## src/rtl/core/i2cm_pkg.sv

```systemverilog
package i2cm_pkg;

	typedef enum logic [2:0] {
		OP_IDLE  = 3'd0,
		OP_START = 3'd1,
		OP_STOP  = 3'd2,
		OP_WRITE = 3'd3,
		OP_READ  = 3'd4
	} op_t;

	localparam logic [4:0] START_LAST = 5'd3;
	localparam logic [4:0] STOP_LAST  = 5'd2;
	localparam logic [4:0] WR_ACK_REL = 5'd24;
	localparam logic [4:0] WR_ACK_SMP = 5'd25;
	localparam logic [4:0] RD_ACK_DRV = 5'd16;
	localparam logic [4:0] RD_ACK_CLK = 5'd17;

	typedef struct packed {
		logic [2:0] operation;
		logic [7:0] data_byte;
		logic       send_ack;
		logic       sda_in;
	} item_t;

	typedef struct packed {
		logic       scl_level;
		logic       sda_level;
		logic       sda_is_input;
		logic       busy_res;
		logic       done_res;
		logic       ack_received;
		logic [7:0] read_data;
	} result_t;

	typedef struct packed {
		logic [4:0] phase;
		op_t        cmd;
		logic [7:0] shift_byte;
		logic       ack_to_send;
		logic       ack_flag;
		logic       scl;
		logic       sda;
		logic [7:0] read_hold;
	} eng_state_t;

	typedef struct packed {
		logic [2:0] bit_pos;
		logic [1:0] sub;
	} wr_slot_t;

	// split a write phase below 24 into bit position (msb first) and sub-slot
	function automatic wr_slot_t wr_slot(input logic [4:0] p);
		wr_slot_t   r;
		logic [4:0] base;
		r.bit_pos = 3'd7;
		r.sub     = 2'd0;
		for (int i = 0; i < 8; i++) begin
			base = 5'(3 * i);
			if (p >= base) begin
				r.bit_pos = 3'(7 - i);
				r.sub     = 2'(p - base);
			end
		end
		return r;
	endfunction

endpackage

```

## src/rtl/core/i2cm_step.sv

```systemverilog
module i2cm_step import i2cm_pkg::*; (
	input  eng_state_t st,
	input  item_t      item,
	output eng_state_t st_next,
	output result_t    res
);

	eng_state_t s;
	wr_slot_t   ws;
	logic       busy;
	logic       last;
	logic       rel_after;
	logic       sda_inp;
	logic [2:0] rd_bit;

	always_comb begin
		s         = st;
		busy      = 1'b0;
		last      = 1'b0;
		rel_after = 1'b0;
		sda_inp   = 1'b0;
		ws        = wr_slot(st.phase);
		rd_bit    = 3'd7 - st.phase[3:1];

		// a command is taken only while idle and runs its first slot now
		if (st.cmd == OP_IDLE && item.operation >= OP_START && item.operation <= OP_READ) begin
			s.cmd         = op_t'(item.operation);
			s.phase       = '0;
			s.shift_byte  = item.data_byte;
			s.ack_to_send = item.send_ack;
			if (item.operation == OP_READ) begin
				s.read_hold = '0;
			end
		end
		ws     = wr_slot(s.phase);
		rd_bit = 3'd7 - s.phase[3:1];

		case (s.cmd)
			OP_START: begin
				busy = 1'b1;
				if (s.phase == 5'd0) begin
					s.sda = 1'b1;
				end else if (s.phase == 5'd1) begin
					s.scl = 1'b1;
				end else if (s.phase == 5'd2) begin
					s.sda = 1'b0;
				end else begin
					s.scl = 1'b0;
					last  = 1'b1;
				end
			end
			OP_STOP: begin
				busy = 1'b1;
				if (s.phase == 5'd0) begin
					s.sda = 1'b0;
				end else if (s.phase == 5'd1) begin
					s.scl = 1'b1;
				end else begin
					s.sda = 1'b1;
					last  = 1'b1;
				end
			end
			OP_WRITE: begin
				busy = 1'b1;
				if (s.phase < WR_ACK_REL) begin
					if (ws.sub == 2'd0) begin
						s.sda = s.shift_byte[ws.bit_pos];
					end else if (ws.sub == 2'd1) begin
						s.scl = 1'b1;
					end else begin
						s.scl = 1'b0;
					end
				end else if (s.phase == WR_ACK_REL) begin
					s.sda = 1'b1;
				end else if (s.phase == WR_ACK_SMP) begin
					s.scl      = 1'b1;
					s.ack_flag = ~item.sda_in;
				end else begin
					s.scl     = 1'b0;
					rel_after = 1'b1;
					last      = 1'b1;
				end
			end
			OP_READ: begin
				busy = 1'b1;
				if (s.phase < RD_ACK_DRV) begin
					sda_inp = 1'b1;
					if (!s.phase[0]) begin
						s.scl = 1'b1;
						if (item.sda_in) begin
							s.read_hold[rd_bit] = 1'b1;
						end
					end else begin
						s.scl = 1'b0;
					end
				end else if (s.phase == RD_ACK_DRV) begin
					s.sda = ~s.ack_to_send;
				end else if (s.phase == RD_ACK_CLK) begin
					s.scl = 1'b1;
				end else begin
					s.scl     = 1'b0;
					rel_after = 1'b1;
					last      = 1'b1;
				end
			end
			default: begin
				s.cmd   = OP_IDLE;
				s.phase = '0;
			end
		endcase

		res.scl_level    = s.scl;
		res.sda_level    = s.sda;
		res.sda_is_input = sda_inp;
		res.busy_res     = busy;
		res.done_res     = last;
		res.ack_received = s.ack_flag;
		res.read_data    = s.read_hold;

		st_next = s;
		if (rel_after) begin
			st_next.sda = 1'b1;
		end
		if (busy) begin
			if (last) begin
				st_next.cmd   = OP_IDLE;
				st_next.phase = '0;
			end else begin
				st_next.phase = s.phase + 5'd1;
			end
		end
	end

endmodule

```

## src/rtl/core/i2c_master_byte_engine_unit.sv

```systemverilog
// an accepted item passes through the input register, then the result register, before its result is valid
// throughput: one item per cycle while the result side is not stalled; the bus state register is updated as each item
// moves from the input register into the result register
// stalls on the result side hold both stages; no item is dropped
// reset: arst_n low clears both stages, idle command, phase 0, scl and sda released
module i2c_master_byte_engine_unit import i2cm_pkg::*; (
	input  logic    clk,
	input  logic    arst_n,
	input  logic    cmd_valid,
	output logic    cmd_ready,
	input  item_t   cmd,
	output logic    rsp_valid,
	input  logic    rsp_ready,
	output result_t rsp
);

	item_t      item_s1;
	logic       valid_s1;
	eng_state_t st_q;
	eng_state_t st_next;
	result_t    res;
	result_t    rsp_q;
	logic       rsp_valid_q;
	logic       advance;

	i2cm_step u_step (
		.st      (st_q),
		.item    (item_s1),
		.st_next (st_next),
		.res     (res)
	);

	assign advance   = !rsp_valid_q || rsp_ready;
	assign cmd_ready = !valid_s1 || advance;

	always_ff @(posedge clk or negedge arst_n) begin
		if (!arst_n) begin
			valid_s1    <= 1'b0;
			rsp_valid_q <= 1'b0;
			st_q        <= '{phase: '0, cmd: OP_IDLE, shift_byte: '0, ack_to_send: 1'b0,
				ack_flag: 1'b0, scl: 1'b1, sda: 1'b1, read_hold: '0};
		end else begin
			if (cmd_ready) begin
				valid_s1 <= cmd_valid;
			end
			if (advance) begin
				rsp_valid_q <= valid_s1;
				if (valid_s1) begin
					st_q <= st_next;
				end
			end
		end
	end

	always_ff @(posedge clk) begin
		if (cmd_ready && cmd_valid) begin
			item_s1 <= cmd;
		end
		if (advance && valid_s1) begin
			rsp_q <= res;
		end
	end

	assign rsp_valid = rsp_valid_q;
	assign rsp       = rsp_q;

endmodule

```

## config.mk

```make
export PLATFORM = sky130hd
export DESIGN_NAME = i2c_master_byte_engine_unit
export DESIGN_NICKNAME = d
export VERILOG_FILES = /design/src/rtl/core/i2cm_pkg.sv /design/src/rtl/core/i2cm_step.sv /design/src/rtl/core/i2c_master_byte_engine_unit.sv
export SDC_FILE = /design/constraint.sdc
export NUM_CORES = 1
export LEC_CHECK = 0
export ABC_AREA = 1
export BUFFER_PORTS_ARGS = -buffer_cell sky130_fd_sc_hd__buf_4
export CORE_ASPECT_RATIO = 2
export CORE_UTILIZATION = 45
export CTS_BUF_LIST = sky130_fd_sc_hd__clkbuf_16
export CTS_CLUSTER_DIAMETER = 40
export DETAILED_ROUTE_END_ITERATION = 12
export HOLD_SLACK_MARGIN = 0.08
export PLACE_DENSITY = 0.73
export SYNTH_ARGS = -nofsm -noshare
export SYNTH_HDL_FRONTEND = slang
export SYNTH_SLANG_ARGS = --single-unit
```

## constraint.sdc

```tcl
create_clock -name clk -period 3 [get_ports clk]
set_clock_uncertainty 0.1 [all_clocks]
set_input_delay 0.45 -clock clk [delete_from_list [all_inputs] [get_ports clk]]
set_output_delay 0.45 -clock clk [all_outputs]
set_load 0.02 [all_outputs]
```

Yosys cells after proc, flatten, opt, wreduce, memory -nomap -nowiden:

Index checks and enable logic that the tools add are counted.

* logic and storage cells: 140
* register bits after elaboration: 57
* bits of input ports: 17

* bitwise operators: 3
* add/sub/neg operators: 9
* magnitude comparators: 15
* multiplexer cells: 66
* eq/ne operators: 12
* reductions and logical operators: 14

Operators with widths (count)
* two-way mux 8 bit: 8
* two-way mux 1 bit: 40
* two-way mux 5 bit: 5
* equality test 5 bit, second input constant: 4
* two-way mux 17 bit: 1
* greater-or-equal comparator 5 x 4 -> 1 bit, second input constant: 3
* greater-or-equal comparator 5 bit, second input constant: 2
* less-than comparator 5 bit, second input constant: 2
* less-than comparator 3 x 4 -> 1 bit, second input constant: 2
* two-way mux 4 bit: 2
* bitwise OR 8 bit: 1
* case mux 2 bit (4 select lines): 1
* subtractor 2 bit, second input constant: 4
* equality test 3 x 2 -> 1 bit, second input constant: 2
* equality test 3 bit, second input constant: 2
* greater-or-equal comparator 3 x 1 -> 1 bit, second input constant: 2
* two-way mux 2 bit: 3
* two-way mux 3 bit: 2
* subtractor 2 x 1 -> 2 bit, second input constant: 3
* adder 5 x 1 -> 5 bit, second input constant: 1
* equality test 5 x 1 -> 1 bit, second input constant: 1
* equality test 5 x 2 -> 1 bit, second input constant: 1
* greater-or-equal comparator 5 x 1 -> 1 bit, second input constant: 1
* greater-or-equal comparator 5 x 2 -> 1 bit, second input constant: 1
* 18 further kinds: 25

Depth between registers and ports, before layout:

Gate-level depths: netlist of run 1.

* depth in word-level cells: 19
* depth in mapped cells: 26
* gate-level depth less buffers: 26

Modules after synthesis:

From an unflattened synthesis of run 1, not the netlist that was laid out.

* cells, all modules: 413
* area, all modules: 3453.3 µm²

Modules (own cells, without submodules)
* i2c_master_byte_engine_unit: cells each 159, instances 1, seq. area each 1564.0 µm², area an instance 2025.7 µm²
* i2cm_step: cells each 254, instances 1, seq. area each 0.0 µm², area an instance 1427.6 µm²

Least setup slack after synthesis of run 1:

OpenSTA, ideal clock, no wires.

* path type: register -> register
* start: register st_q[20] (netlist name)
* end: register rsp_q (netlist bit rsp[12]), data pin
* required time: 2.650 ns
* clock period less this slack: 2.623 ns
* buffers on the path: 0
* arrival time: 2.273 ns
* slack: 0.377 ns
* stages on the path, launching flop included: 24
* cell sequence: dfrtp_1 inv_2 nand2_2 nor2_4 nand3_4 nand2_2 inv_1 ha_1 inv_1 nand2_2 nor2_2 nand2_1 nand2_1 nand2_2 nand2_4 nand2_4 xor2_2 nand2_2 a21oi_1 nand2_1 nand2_1 nand2_1 nand2_2 inv_1

RTL lines
* from (decl): line i2c_master_byte_engine_unit.sv:19 `eng_state_t st_q;`
* from (signal assigned): line i2c_master_byte_engine_unit.sv:40 `st_q <= '{phase: '0, cmd: OP_IDLE, shift_byte: '0, ack_to_send: 1'b0,`
* from (signal assigned): line i2c_master_byte_engine_unit.sv:49 `st_q <= st_next;`
* to (signal assigned): line i2c_master_byte_engine_unit.sv:60 `rsp_q <= res;`
* to (decl): line i2c_master_byte_engine_unit.sv:22 `result_t rsp_q;`

==> results of run 1 <==
## worst paths after layout
kind                            startpoint         end  slack (ns)  cells past startpoint
min in group asynchronous           arst_n    st_q[13]        0.49                      2
worst max register to register    st_q[21]     rsp[12]        0.24                     23
worst max-delay path              st_q[21]     rsp[12]        0.24                     23
worst min register to register     st_q[1]     st_q[1]        0.38                      2
max in group asynchronous           arst_n     st_q[8]        1.98                      2
worst min-delay path                cmd[0]  item_s1[0]        0.18                      1
## layout by cell type (no fill, tap or decap), drive strengths merged, types with 4 or more instances in the layout
cell type  Yosys  layout
a21oi          7       7
buf            3      40
bufinv         0       4
clkbuf         4       9
clkinv         3       5
dfrtp         28      28
edfxtp        27      27
ha             5       5
inv           57      58
nand2        129     129
nand3         25      25
nor2          25      25
nor3           5       5
o21ai         41      41
o22ai          5       5
xor2           4       4
## layer usage
| layer | GRT usage, % | routed length (um) | vias up |
|---|---|---|---|
| li1 | - | - | 1331 |
| met1 | 24.03 | 2664 | 1276 |
| met2 | 44.70 | 4522 | 81 |
| met3 | 3.731 | 268 | 41 |
| met4 | 23.06 | 546 | 0 |
| met5 | 0 | 0 | - |
## sequential cells by signal, indices dropped and copies added (netlist names)
| register | cells |
|---|---|
| item_s1 | 13 |
| rsp | 14 |
| rsp_valid | 1 |
| st_q | 28 |
| valid_s1 | 1 |
## kinds of logic after synthesis
logic type / Yosys count / share of synthesized area (%)
DFF: 57 / 49.19
buffers and inverters: 67 / 8.579
adders and majority gates: 5 / 1.968
and+or+nand+nor: 187 / 27.08
xor gates and xnor gates: 4 / 1.338
AOI/OAI and AO/OA: 61 / 11.22
muxes: 2 / 0.6297
## final cells by class
class,instances,area (um2),share of cell area [%]
multi-input combinational,259,1398,35.05
tap,90,112.6,2.824
clock inverter,7,133.9,3.357
timing repair buffer,41,326.6,8.190
inverter,60,227.7,5.711
clock buffer,9,225.2,5.648
sequential,57,1564,39.22
## per-stage QoR
step                hold WS (ns)  area [um2]
floorplan                0.05441        3179
global placement          0.3134        3545
detailed placement        0.3135        3545
CTS                       0.1782        3914
global route              0.1808        3988
finish                    0.1826        3988
## power groups by stage
stage / Sequential, mW / Clock (mW) / Combinational [mW]
2_1_floorplan: 1.17 / 0 / 0.922
3_3_place_gp: 1.13 / 0 / 1.34
3_5_place_dp: 1.13 / 0 / 1.37
4_1_cts: 1.13 / 1.24 / 1.38
5_1_grt: 1.15 / 1.27 / 1.62
6_report: 1.13 / 1.23 / 1.46
## what timing repair did
action                                 CTS  global route
setup buffers                            0             2
gates resized for setup                  0            16
endpoints found under the hold margin   28             0
setup endpoints to repair                0             5
hold buffers                             1             0
==> flow_results.org, run 1 <==
** Status
- The flow ran to the end, and the final reports show no timing, DRC or antenna violations.

** Logic synthesis
- Sequential fraction of the synthesis area :: 49.19%
- Cell taking the most area after synthesis :: sky130_fd_sc_hd__edfxtp_1
- Seq cells post-synth :: 57
- Among all flip-flop cells after synthesis, the most frequent one is sky130_fd_sc_hd__dfrtp_1.
- Cells taking the most area after synthesis :: sky130_fd_sc_hd__edfxtp_1 (26%), sky130_fd_sc_hd__dfrtp_1 (22%), sky130_fd_sc_hd__nand2_1 (13%)
- Post-synth top area share :: 25.50%
- Mapped Avg Cell Area :: 8.301 um2
- Yosys mapped a number of flops with a built-in enable equal to 27.
- Commonest cells in the netlist :: sky130_fd_sc_hd__nand2_1 (113), sky130_fd_sc_hd__inv_1 (48), sky130_fd_sc_hd__o21ai_0 (32), sky130_fd_sc_hd__dfrtp_1 (28), sky130_fd_sc_hd__edfxtp_1 (27)
- Number of distinct library cells after synthesis :: 39
- Yosys instantiated no cell more often than sky130_fd_sc_hd__nand2_1.
- Share of async-settable or async-resettable flops after synthesis :: 52.63%
- Synthesized cell area :: 0.003179 mm2
- Counting every instance in the synthesized netlist gives 383.
- Synth Net Count :: 405
- Count of warnings emitted by yosys :: 0

** STA
- The final count of hold timing violations was 0.
- Setup violations remaining at the end of the flow were counted as 0.
- Final period util :: 92.03%
- Final-report max-slew violation count :: 0
- Post-route setup slack :: 0.2391 ns
- Based on the critical path, the design can be clocked at up to 362.2 MHz.
- Summed over all failing endpoints, the final setup total negative slack is 0 ns.
- For the finished layout, the period the worst path requires is 2.761 ns.
- Setup repair after global routing left no endpoint under its margin.
- Transition time at the pin with the least slew margin :: 0.5313 ns
- The worst pin sits at a relative slew slack of 64.58%.

** Job
- Max Cap Violations :: 0

** Final layout
- At the end of the flow the core is filled with cells to 57.90%.
- Fill cells :: 657
- Of the cells placed in the final design, the portion with a size suffix greater than 1 is 24.02%.
- The finished layout holds 523 standard cells, fillers aside.
- Compared with the post-synthesis result, the final layout area differs by 25.42%.
- Antenna diode instance count :: 0
- After the last flow step, the layout net total stands at 450.

** Pwr
- For this design the total switching power over the nets is 1.406 mW.
- Power per Cell Area :: 957.2 mW/mm2
- Part of the total power dissipated in combinational logic :: 38.1%
- Internal power comes to 2.411 mW.
- Summed over all cells, the static leakage comes to 1.922 nW.
- The worst-case IR drop observed on VDD is 0.5059 mV.
- Clock Power Share :: 32.2%
- Tot Pwr :: 3.817 mW
- Net switching is 36.83% of the power.
- Of the total power, registers draw 29.7%.

** Routing
- The routed layout has 2729 vias.
- Total DRC errors in the routed layout :: 0
- WL final :: 8001 um
- DRT Pass-1 Iters :: 4
- Vias per cell :: 5.218
- Initial DRC count :: 158
- Remaining antenna violation count after routing :: 0
- In the final routed layout, each cell accounts on average for 15.30 um.

** Floorplanning
- The floorplan step defined a die boundary enclosing 0.007426 mm2.
- Initial core utilization :: 46.17%
- The floorplan step set the die height to 120.9 um.
- Core Box Area :: 0.006887 mm2
- # rows :: 43
- Horizontal die dimension :: 61.44 um
- Number of I/O pins :: 33

** Critical path
- CP delay by family, top :: simple AND/OR/NAND/NOR gates
- Chain of cells forming the critical path :: inv_2, nand2_2, nor2_4, nand3_4, nand2_2, inv_2, ha_4, inv_1, o21ai_0, nand2_1, nand2_1, nand2_2, nand2_1, inv_2, nand2_4, xor2_2, nand2_2, a21oi_2, nand2_1, nand2_1, nand2_1, nand2_2, inv_1
- Critical path peak fanout :: 5
- CP dominant cell by count :: sky130_fd_sc_hd__nand2_1
- Data on the critical path arrives at its endpoint at 2.76 ns.
- Cell with the biggest individual delay on the critical path :: sky130_fd_sc_hd__dfrtp_1
- Worst setup SP type :: flop
- The number of buffers and inverters on the critical path is 5.
- Critical path start-end classification :: flop to flop
- Data on the critical path is required at its endpoint by 3.00 ns.
- Type of element capturing the critical path :: flop
- Maximum single-stage delay on the critical path :: 0.38 ns

** Place
- Port Buf Inserts :: 32
- DP Worst Slack :: 0.2384 ns
- At the end of routability-driven placement, the weighted congestion stood at 0.9627.
- Detailed placement finished with a half-perimeter wire length of 6057 um.
- In this run, placement finished with an instance count of 504.

** Global route
- Pin count of the biggest net entering global routing :: 35
- The via count of the first global-routing pass was 2825.
- The initial antenna violation count was 0.
- The first global-routing pass estimated 13330 um of wire.
- GR Util All Layers :: 25.70%
- Gr ovfl total :: 0

** CTS
- For the worst-skew pair, the clock arrives at the later sink with an insertion delay of 0.34 ns.
- Inserted Clock Buffers :: 9
- Cell at the root of the clock tree :: sky130_fd_sc_hd__clkbuf_16
- CTS tree :: yes
- The H-tree generated during clock tree synthesis spans 3 levels.
- Sinks on Clock Net :: 57
- In this run the deepest clock path goes through 2 buffers.
- Reg clk slew, reported paths :: 0.05 ns

** Worst hold path
- Hold WC Path Type :: input pin to flop
Note: power is estimated with default switching activity, not from simulation.
==> run 2, diff against run 1 <==
--- a/config.mk
+++ b/config.mk
@@ -5,15 +5,14 @@
 export SDC_FILE = /design/constraint.sdc
 export NUM_CORES = 1
 export LEC_CHECK = 0
-export ABC_AREA = 1
 export BUFFER_PORTS_ARGS = -buffer_cell sky130_fd_sc_hd__buf_4
 export CORE_ASPECT_RATIO = 2
 export CORE_UTILIZATION = 45
-export CTS_BUF_LIST = sky130_fd_sc_hd__clkbuf_16
 export CTS_CLUSTER_DIAMETER = 40
 export DETAILED_ROUTE_END_ITERATION = 12
 export HOLD_SLACK_MARGIN = 0.08
 export PLACE_DENSITY = 0.73
+export SKIP_LAST_GASP = 1
 export SYNTH_ARGS = -nofsm -noshare
 export SYNTH_HDL_FRONTEND = slang
 export SYNTH_SLANG_ARGS = --single-unit
==> run 2 against run 1 <==
Effect of this change: the flow now finishes with violations (setup timing); fmax decreased by 13%; die area fell by 0.73%; highest routed layer unchanged; non-clock buffer count rose by 37; critical endpoint unchanged; sequential share of layout area fell by 2.8 points; clock power down 21%; flip-flop and latch count did not move; sequential power barely moved; area after synthesis fell by 0.75%; global-route usage is 0.52 points higher.
==> flow_results.org, run 2 <==
** Global route
- The remaining global-route overflow is 0 (unchanged).
- The combined global-route utilization of all metal layers came to 26.21% (+0.52 points).
- Wire length of the first global-routing pass :: 13590 um (+2.0%)
- The initial antenna violation count is 0 (unchanged).
- The via count of the first global-routing pass came to 2787 (-1.3%).
- The maximum number of pins on one net before global-route repair came to 31 (-11%).

** Routing
- The number of vias in the routed layout came to 2709 (-0.73%).
- Vias per cell :: 5.928 (+14%)
- The remaining antenna violation count after routing came to 0 (unchanged).
- DRT Pass-1 Iters :: 5 (+1)
- The number of remaining DRC errors came to 0 (unchanged).
- Avg WL per Cell :: 19.06 um (+25%)
- WL final :: 8712 um (+8.9%)
- The number of DRC markers in iteration 0 was 141 (-11%).

** STA
- Final-report hold violation count :: 0 (unchanged)
- Number of failing setup endpoints in the final timing report :: 8 (+8)
- F_max :: 314.4 MHz (-13%)
- The time the final worst path needs with I/O delays and setup was 3.181 ns (+0.4200 ns).
- The minimum setup slack in the final design is -0.1809 ns (-0.4200 ns).
- RSZ-0062 raised after global routing :: true
- Min Hold Slack :: 0.1852 ns (+0.002609 ns)
- The max-slew violation count was 0 (unchanged).
- Transition time at the pin with the least slew margin :: 0.8551 ns (+0.3238 ns)
- The worst max-slew margin expressed relative to the limit was 42.99% (-22 points).
- The fraction of the cycle the final worst path needs came to 106.0% (+14 points).

** Logic synthesis
- The largest total area in the synthesized netlist belongs to sky130_fd_sc_hd__edfxtp_1.
- The yosys synthesis warning count is 0 (unchanged).
- Synthesized cell area :: 0.003156 mm2 (-0.75%)
- Cells taking the most area after synthesis :: sky130_fd_sc_hd__edfxtp_1 (26%), sky130_fd_sc_hd__dfrtp_1 (22%), sky130_fd_sc_hd__a22o_1 (3.6%)
- Among all flip-flop cells after synthesis, the most frequent one is sky130_fd_sc_hd__dfrtp_1.
- Yosys instantiated no cell more often than sky130_fd_sc_hd__dfrtp_1.
- The fraction of registers with async set/reset came to 52.63% (unchanged).
- The synthesis-stage register bit count is 57 (unchanged).
- Mapped Avg Cell Area :: 10.66 um2 (+28%)
- Synth Net Count :: 318 (-21%)
- EDFF count, synth :: 27 (unchanged)
- Sequential fraction of the synthesis area :: 49.56% (+0.37 points)
- Ranked by instance count, the synthesized netlist is headed by sky130_fd_sc_hd__dfrtp_1 (28), sky130_fd_sc_hd__edfxtp_1 (27), sky130_fd_sc_hd__nand2_1 (22), sky130_fd_sc_hd__nor2_1 (20), sky130_fd_sc_hd__o21ai_0 (15).
- Post-synth top area share :: 25.69% (+0.19 points)
- The post-synthesis cell count is 296 (-23%).
- The number of unique standard cell types used by synthesis is 68 (+74%).

** Critical path
- STA classifies the critical path startpoint as a flop.
- CP dominant cell by count :: sky130_fd_sc_hd__or3_4
- Maximum single-stage delay on the critical path :: 0.41 ns (+0.03 ns)
- Chain of cells forming the critical path :: or3_4, or3_4, and2_4, inv_4, ha_4, nor3_2, a32o_2, o31ai_4, mux2_4, o2111ai_4, a41oi_2
- Critical path peak fanout :: 4 (-1)
- The worst endpoint required time is 2.97 ns (-0.03 ns).
- The worst path arrival time came to 3.15 ns (+0.39 ns).
- The worst setup path is of the flop to flop kind.
- The worst setup path is captured at a flop.
- The number of buffers and inverters on the critical path came to 1 (-4).
- For this design, the slowest cell found on the critical path is sky130_fd_sc_hd__or3_4.
- CP delay by family, top :: simple AND/OR/NAND/NOR gates

** Job
- Max Cap Violations :: 0 (unchanged)

** CTS
- TritonCTS built the clock tree.
- Cell at the root of the clock tree :: sky130_fd_sc_hd__clkbuf_16
- The clock transition time at the flip-flop clock pins of the worst setup and hold paths was 0.05 ns (about the same).
- Sinks on Clock Net :: 57 (unchanged)
- Skew-Pair Late Insertion Delay :: 0.34 ns (about the same)
- The number of buffers created by CTS is 9 (unchanged).
- The number of H-tree branching levels is 3 (unchanged).
- The number of buffers on the longest clock path was 2 (unchanged).

** Final layout
- The area growth from synthesis to layout is 36.04%.
- The diode insertion count for antenna repair came to 0 (unchanged).
- Summed area of non-filler cells in the final layout :: 0.004293 mm2 (+7.7%)
- The final instance count without filler cells came to 457 (-13%).
- The number of nets at the end of the flow was 386 (-14%).
- Fraction of layout cells with a size suffix above 1 :: 40.11% (+16 points)
- Ranked by flip-flop count, first place goes to st_q.
- Leaving out fill and tap cells, the most frequent cell in the layout is sky130_fd_sc_hd__buf_4.
- Flip-flop count of the largest register after layout :: 28 (unchanged)
- Commonest cells after routing, fill and taps aside :: sky130_fd_sc_hd__buf_4 (76), sky130_fd_sc_hd__dfrtp_1 (28), sky130_fd_sc_hd__edfxtp_1 (27)
- The number of fill cells is 544 (-17%).

** Floorplanning
- The area of the die was 0.007371 mm2 (-0.73%).
- The chip height was 120.4 um (-0.37%).
- Initial core utilization :: 47.28% (+1.1 points)
- Core Box Area :: 0.006674 mm2 (-3.1%)
- Number of I/O pins :: 33 (unchanged)
- # rows :: 42 (-2.3%)
- Horizontal die dimension :: 61.21 um (-0.37%)

** Status
- Result of the run :: complete, but fails checks
- The checks that failed: setup timing.

** Place
- The worst setup timing slack at the placement stage was -0.2825 ns (-0.5209 ns).
- The detailed-placement wirelength estimate came to 6113 um (+0.91%).
- Global placement routability congestion :: 0.9847 (+2.3%)
- Placed Area :: 0.003757 mm2 (+6.0%)
- Port Buf Inserts :: 32 (unchanged)
- The placed instance count was 436 (-13%).

** Pwr
- Leakage Power :: 1.765 nW (-8.2%)
- The worst voltage drop across the vdd grid is 0.5095 mV (+0.71%).
- Tot Pwr :: 4.067 mW (+6.6%)
- The power density of the placed cells came to 947.5 mW/mm2 (-1.0%).

** Worst hold path
- The tightest min-delay check is of the input pin to flop type.
run 2: worst register-to-register path, stage by stage (launching register included):
cell,delay [ns]
sky130_fd_sc_hd__dfrtp_1,0.37
sky130_fd_sc_hd__or3_4,0.39
sky130_fd_sc_hd__or3_4,0.41
sky130_fd_sc_hd__and2_4,0.18
sky130_fd_sc_hd__inv_4,0.05
sky130_fd_sc_hd__ha_4,0.13
sky130_fd_sc_hd__nor3_2,0.05
sky130_fd_sc_hd__a32o_2,0.24
sky130_fd_sc_hd__o31ai_4,0.29
sky130_fd_sc_hd__mux2_4,0.34
sky130_fd_sc_hd__o2111ai_4,0.22
sky130_fd_sc_hd__a41oi_2,0.14
run 2: cells by family after synthesis:
family          share of synthesized area (%)
compound gates                          21.02
xor+xnor                               0.5552
fa+ha+maj                               1.983
buf+inv                                 4.599
flops                                   49.56
mux                                     4.163
simple gates                            18.12
run 2: report_power, final:
| part | total, mW | switching, mW | internal (mW) |
|---|---|---|---|
| Clock | 0.969 | 0.330 | 0.639 |
| Combinational | 1.96 | 1.07 | 0.887 |
| Sequential | 1.14 | 0.106 | 1.04 |
| Total | 4.07 | 1.51 | 2.56 |
run 2: metal layers:
metal  GRT usage (%)  routed length (um)  vias up
met4           18.32                 567        0
met2           45.58                4718       90
met1           24.79                3122     1315
li1                -                   -     1262
met5               0                   0        -
met3           7.166                 303       42
run 2: final timing paths:
path	from	end	slack (ns)	depth (start not counted)
max	st_q[22]	rsp[12]	-0.18	11
min	cmd[8]	item_s1[8]	0.19	1
max reg2reg	st_q[22]	rsp[12]	-0.18	11
min reg2reg	item_s1[4]	st_q[14]	0.37	1
max in group asynchronous	arst_n	st_q[9]	1.98	2
min in group asynchronous	arst_n	rsp_valid	0.49	2
run 2: cell type report:
class | instances | area [um2] | area share [%]
Clock buffer | 13 | 240.2 | 5.596
Clock inverter | 3 | 42.54 | 0.9910
Inverter | 9 | 36.28 | 0.8452
Multi-Input combinational cell | 209 | 1704 | 39.70
Sequential cell | 57 | 1564 | 36.43
Tap cell | 88 | 110.1 | 2.565
Timing Repair Buffer | 78 | 595.6 | 13.87
run 2: what timing repair did:
item                                   CTS  global route
setup endpoints to repair               11            12
pin swaps                               14             9
resized for setup                       19            18
endpoints found under the hold margin   28             0
hold buffers                             1             0
buffers inserted                         1             3
run 2: stage by stage:
stage,utilization (%),setup TNS [ns]
finish,64.32,-0.7827
global route,64.32,-1.359
CTS,62.60,-0.6357
detailed placement,56.30,-1.314
global placement,56.30,-0.7858
floorplan,-,-1.549
==> run 3, diff against run 2 <==
--- a/config.mk
+++ b/config.mk
@@ -11,8 +11,9 @@
 export CTS_CLUSTER_DIAMETER = 40
 export DETAILED_ROUTE_END_ITERATION = 12
 export HOLD_SLACK_MARGIN = 0.08
-export PLACE_DENSITY = 0.73
+export PLACE_DENSITY = 0.75
 export SKIP_LAST_GASP = 1
 export SYNTH_ARGS = -nofsm -noshare
 export SYNTH_HDL_FRONTEND = slang
+export SYNTH_HIERARCHICAL = 1
 export SYNTH_SLANG_ARGS = --single-unit
==> constraint.sdc (replaced) <==
create_clock -name clk -period 2.6 [get_ports clk]
set_clock_uncertainty 0.1 [all_clocks]
set_input_delay 0.39 -clock clk [delete_from_list [all_inputs] [get_ports clk]]
set_output_delay 0.39 -clock clk [all_outputs]
set_load 0.02 [all_outputs]
==> run 3 against run 2 <==
Effect of this change: the flow now finishes without violations; hold slack got worse by 0.056 ns; worst setup slack improved by 0.31 ns; final cell count rose by 2.6%; largest power group unchanged.
==> flow_results.org, run 3 <==
** Status
- The run finished with clean final reports.

** Logic synthesis
- Synthesized cell area :: 0.003471 mm2 (+10%)
- The net count after synthesis was 345 (+8.5%).
- The post-synthesis cell count was 327 (+10%).
- Count of warnings emitted by yosys :: 6 (+6)
- Yosys attributes the largest share of cell area to sky130_fd_sc_hd__edfxtp_1 (23%), sky130_fd_sc_hd__dfrtp_1 (20%), sky130_fd_sc_hd__mux2_2 (6.5%).
- Commonest cells in the netlist :: sky130_fd_sc_hd__nand2_1 (43), sky130_fd_sc_hd__dfrtp_1 (28), sky130_fd_sc_hd__edfxtp_1 (27), sky130_fd_sc_hd__mux2_2 (20), sky130_fd_sc_hd__buf_4 (16)
- Mapped Avg Cell Area :: 10.61 um2 (-0.44%)
- In the synthesized netlist the dominant register cell turns out to be sky130_fd_sc_hd__dfrtp_1.
- The number of unique standard cell types used by synthesis is 68 (unchanged).
- The portion of the post-synthesis area used by sequential elements is 45.06% (-4.5 points).
- Most common cell in the synthesized netlist :: sky130_fd_sc_hd__nand2_1
- The number of enable-type register cells in the synthesized netlist is 27 (unchanged).
- The synthesis-stage register bit count was 57 (unchanged).
- The area share of the largest cell type after synthesis was 23.36% (-2.3 points).
- Share of async-settable or async-resettable flops after synthesis :: 52.63% (unchanged)
- The biggest area contributor in the post-synthesis netlist is sky130_fd_sc_hd__edfxtp_1.

** Global route
- The combined global-route utilization of all metal layers was 22.96% (-3.2 points).
- Wire length of the first global-routing pass :: 13600 um (about the same)
- The maximum number of pins on one net before global-route repair is 31 (unchanged).
- Gr ovfl total :: 0 (unchanged)
- The initial antenna violation count is 0 (unchanged).
- Via count of the first global-routing pass :: 2631 (-5.6%)

** STA
- The max-slew violation count came to 0 (unchanged).
- The worst max-slew margin expressed relative to the limit is 53.16% (+10 points).
- Crit path time final :: 2.476 ns (-0.7054 ns)
- Min Hold Slack :: 0.1296 ns (-0.05560 ns)
- The number of setup violations in the final report is 0 (-8).
- Sum of negative setup slack :: 0 ns (+0.7827 ns)
- The slew of the pin with the lowest slew margin is 0.7018 ns (-0.1533 ns).
- The fraction of the cycle the final worst path needs came to 95.21% (-11 points).
- The top achievable clock speed was 404.0 MHz (+28%).
- RSZ-0062 raised after global routing :: false
- The final count of hold timing violations was 0 (unchanged).

** Critical path
- The largest fanout on the critical path was 17 (+13).
- The delay of the slowest critical-path stage is 0.47 ns (+0.06 ns).
- The worst path arrival time was 2.64 ns (-0.51 ns).
- Worst R2R End :: st_q[8]
- On the critical path the largest part of the delay comes from compound AO/OA/AOI/OAI gates.
- The slowest stage of the critical path belongs to the cell sky130_fd_sc_hd__dfrtp_1.
- The critical path goes through nor3_4, and3_1, buf_4, o21ai_0, o311ai_1, o2111ai_1, o21bai_1, mux2_2.
- Worst setup SP type :: flop
- The internal reg-to-reg setup slack was 0.12 ns (+0.31 ns).
- The worst setup path is of the flop to flop kind.
- The number of buffers and inverters on the critical path was 1 (unchanged).
- The startpoint identified for the worst register-to-register timing path is st_q[20].
- Type of element capturing the critical path :: flop
- The length in cells of the worst reg-to-reg path came to 8 (-3).
- Required time reported for the critical path endpoint :: 2.76 ns (-0.21 ns)

** Floorplanning
- The effective utilization at floorplan was 46.00% (-1.3 points).
- The area of the core came to 0.007545 mm2 (+13%).
- The number of rows in the core area was 45 (+7.1%).
- The die span in x is 64.10 um (+4.7%).
- The area of the die came to 0.008089 mm2 (+9.7%).
- Height of the die :: 126.2 um (+4.8%)
- The number of ports placed on the die boundary was 33 (unchanged).

** Routing
- DRT Pass-1 Iters :: 5 (unchanged)
- Vias per cell :: 5.691 (-4.0%)
- The total wirelength of the detailed-routed design is 8552 um (-1.8%).
- The routed length per placed instance is 18.23 um (-4.3%).
- Count of vias placed by the detailed router :: 2669 (-1.5%)
- Total DRC errors in the routed layout :: 0 (unchanged)
- Remaining antenna violation count after routing :: 0 (unchanged)
- The number of DRC markers in iteration 0 came to 121 (-14%).

** Worst hold path
- Hold path cells :: 1 (unchanged)
- Hold WC Path Type :: input pin to flop
- Endpoint of the worst hold path :: item_s1[8]
- Start point of the worst hold path :: cmd[8]

** Place
- Detail Placement HPWL :: 6335 um (+3.6%)
- The placed instance count came to 452 (+3.7%).
- The count of input and output buffers is 32 (unchanged).
- Placed Area :: 0.003869 mm2 (+3.0%)
- Global placement routability congestion :: 0.9436 (-4.2%)

** CTS
- The clock transition time at the flip-flop clock pins of the worst setup and hold paths is 0.05 ns (about the same).
- Clk buf depth :: 2 (unchanged)
- Sinks on Clock Net :: 57 (unchanged)
- The buffers inserted during post-CTS setup optimization was 0 (-1).
- Skew-Pair Late Insertion Delay :: 0.33 ns (about the same)
- The tree is rooted in a sky130_fd_sc_hd__clkbuf_16.
- Inserted Clock Buffers :: 9 (unchanged)
- The number of H-tree branching levels came to 3 (unchanged).
- CTS tree :: yes

** Job
- The max capacitance violation total came to 0 (unchanged).

** Pwr
- Power per Cell Area :: 1109 mW/mm2 (+17%)
- The final total power came to 4.657 mW (+15%).
- Leakage Power :: 1.833 nW (+3.8%)
- Worst IR drop on VDD :: 0.6191 mV (+22%)

** Final layout
- Top register by number of flip-flops :: st_q
- The library cells used most frequently in the layout, excluding fill and tap cells, are sky130_fd_sc_hd__buf_4 (63), sky130_fd_sc_hd__nand2_1 (43), sky130_fd_sc_hd__dfrtp_1 (28).
- The number of flip-flops in the largest register came to 28 (unchanged).
- The proportion of layout cells with a drive suffix above 1 is 34.93% (-5.2 points).
- Fill cells :: 693 (+27%)
- Most common cell after layout, fill and taps aside :: sky130_fd_sc_hd__buf_4
- Area added between synthesis and finish :: 20.94%
- The number of nets at the end of the flow came to 388 (+0.52%).
- Layout Cells excl Fill :: 469 (+2.6%)
- Summed area of non-filler cells in the final layout :: 0.004198 mm2 (-2.2%)
- The diode insertion count for antenna repair was 0 (unchanged).
## run 3: area by class of cell
class	count	area, um2	share of cell area, %
Inverter	9	33.78	0.8048
Sequential cell	57	1564	37.26
Timing Repair Buffer	66	523.0	12.46
Tap cell	94	117.6	2.802
Clock buffer	9	225.2	5.365
Multi-Input combinational cell	227	1640	39.08
Clock inverter	7	93.84	2.235
## run 3: power by group
part / switching [mW] / internal (mW) / leakage, nW / total [mW]
Clock: 0.415 / 0.836 / 0.152 / 1.25
Sequential: 0.215 / 1.18 / 0.647 / 1.39
Combinational: 1.08 / 0.937 / 1.03 / 2.01
## run 3: through the flow
stage | utilization [%] | worst slack, ns
after floorplan | - | 0.3304
after global placement | 51.28 | 0.1733
after detailed placement | 51.28 | 0.1041
after CTS | 55.64 | 0.08064
after global routing | 55.64 | 0.001592
final | 55.64 | 0.1245
## run 3: how the worst max path moves through the flow
stage / from / cells past startpoint / slack (ns) / endpoint
floorplan: item_s1[11] / 9 / 0.33 / st_q[9]
global route: st_q[20] / 8 / 0.002 / st_q[8]
CTS: item_s1[11] / 9 / 0.08 / st_q[8]
finish: st_q[20] / 8 / 0.12 / st_q[8]
global placement: st_q[20] / 8 / 0.17 / st_q[8]
detailed placement: st_q[20] / 8 / 0.10 / st_q[8]
## run 3: timing repair
| item | CTS | global route |
|---|---|---|
| endpoints found under the setup margin | 0 | 1 |
| hold buffers | 1 | 0 |
| endpoints found under the hold margin | 28 | 0 |
| resized for setup | 0 | 1 |
## run 3: logic make-up (layout without fill, tap and decap cells)
group                      after synthesis  after routing  synth area share [%]
DFF                                     57             57                 45.06
buffers and inverters                   43             91                 7.678
adders and majority gates                1              1                0.3604
AOI/OAI and AO/OA                       72             72                 15.72
xor gates and xnor gates                 7              7                 1.766
and+or+nand+nor                        111            111                 17.02
muxes                                   36             36                 12.40
## run 3: per-layer routing
metal  global-route usage [%]  up-vias  wire length [um]
li1                         -     1271                 -
met1                    23.03     1292              2952
met2                    41.86       76              4900
met3                    5.254       30               292
met4                    13.46        0               407
met5                        0        -                 0
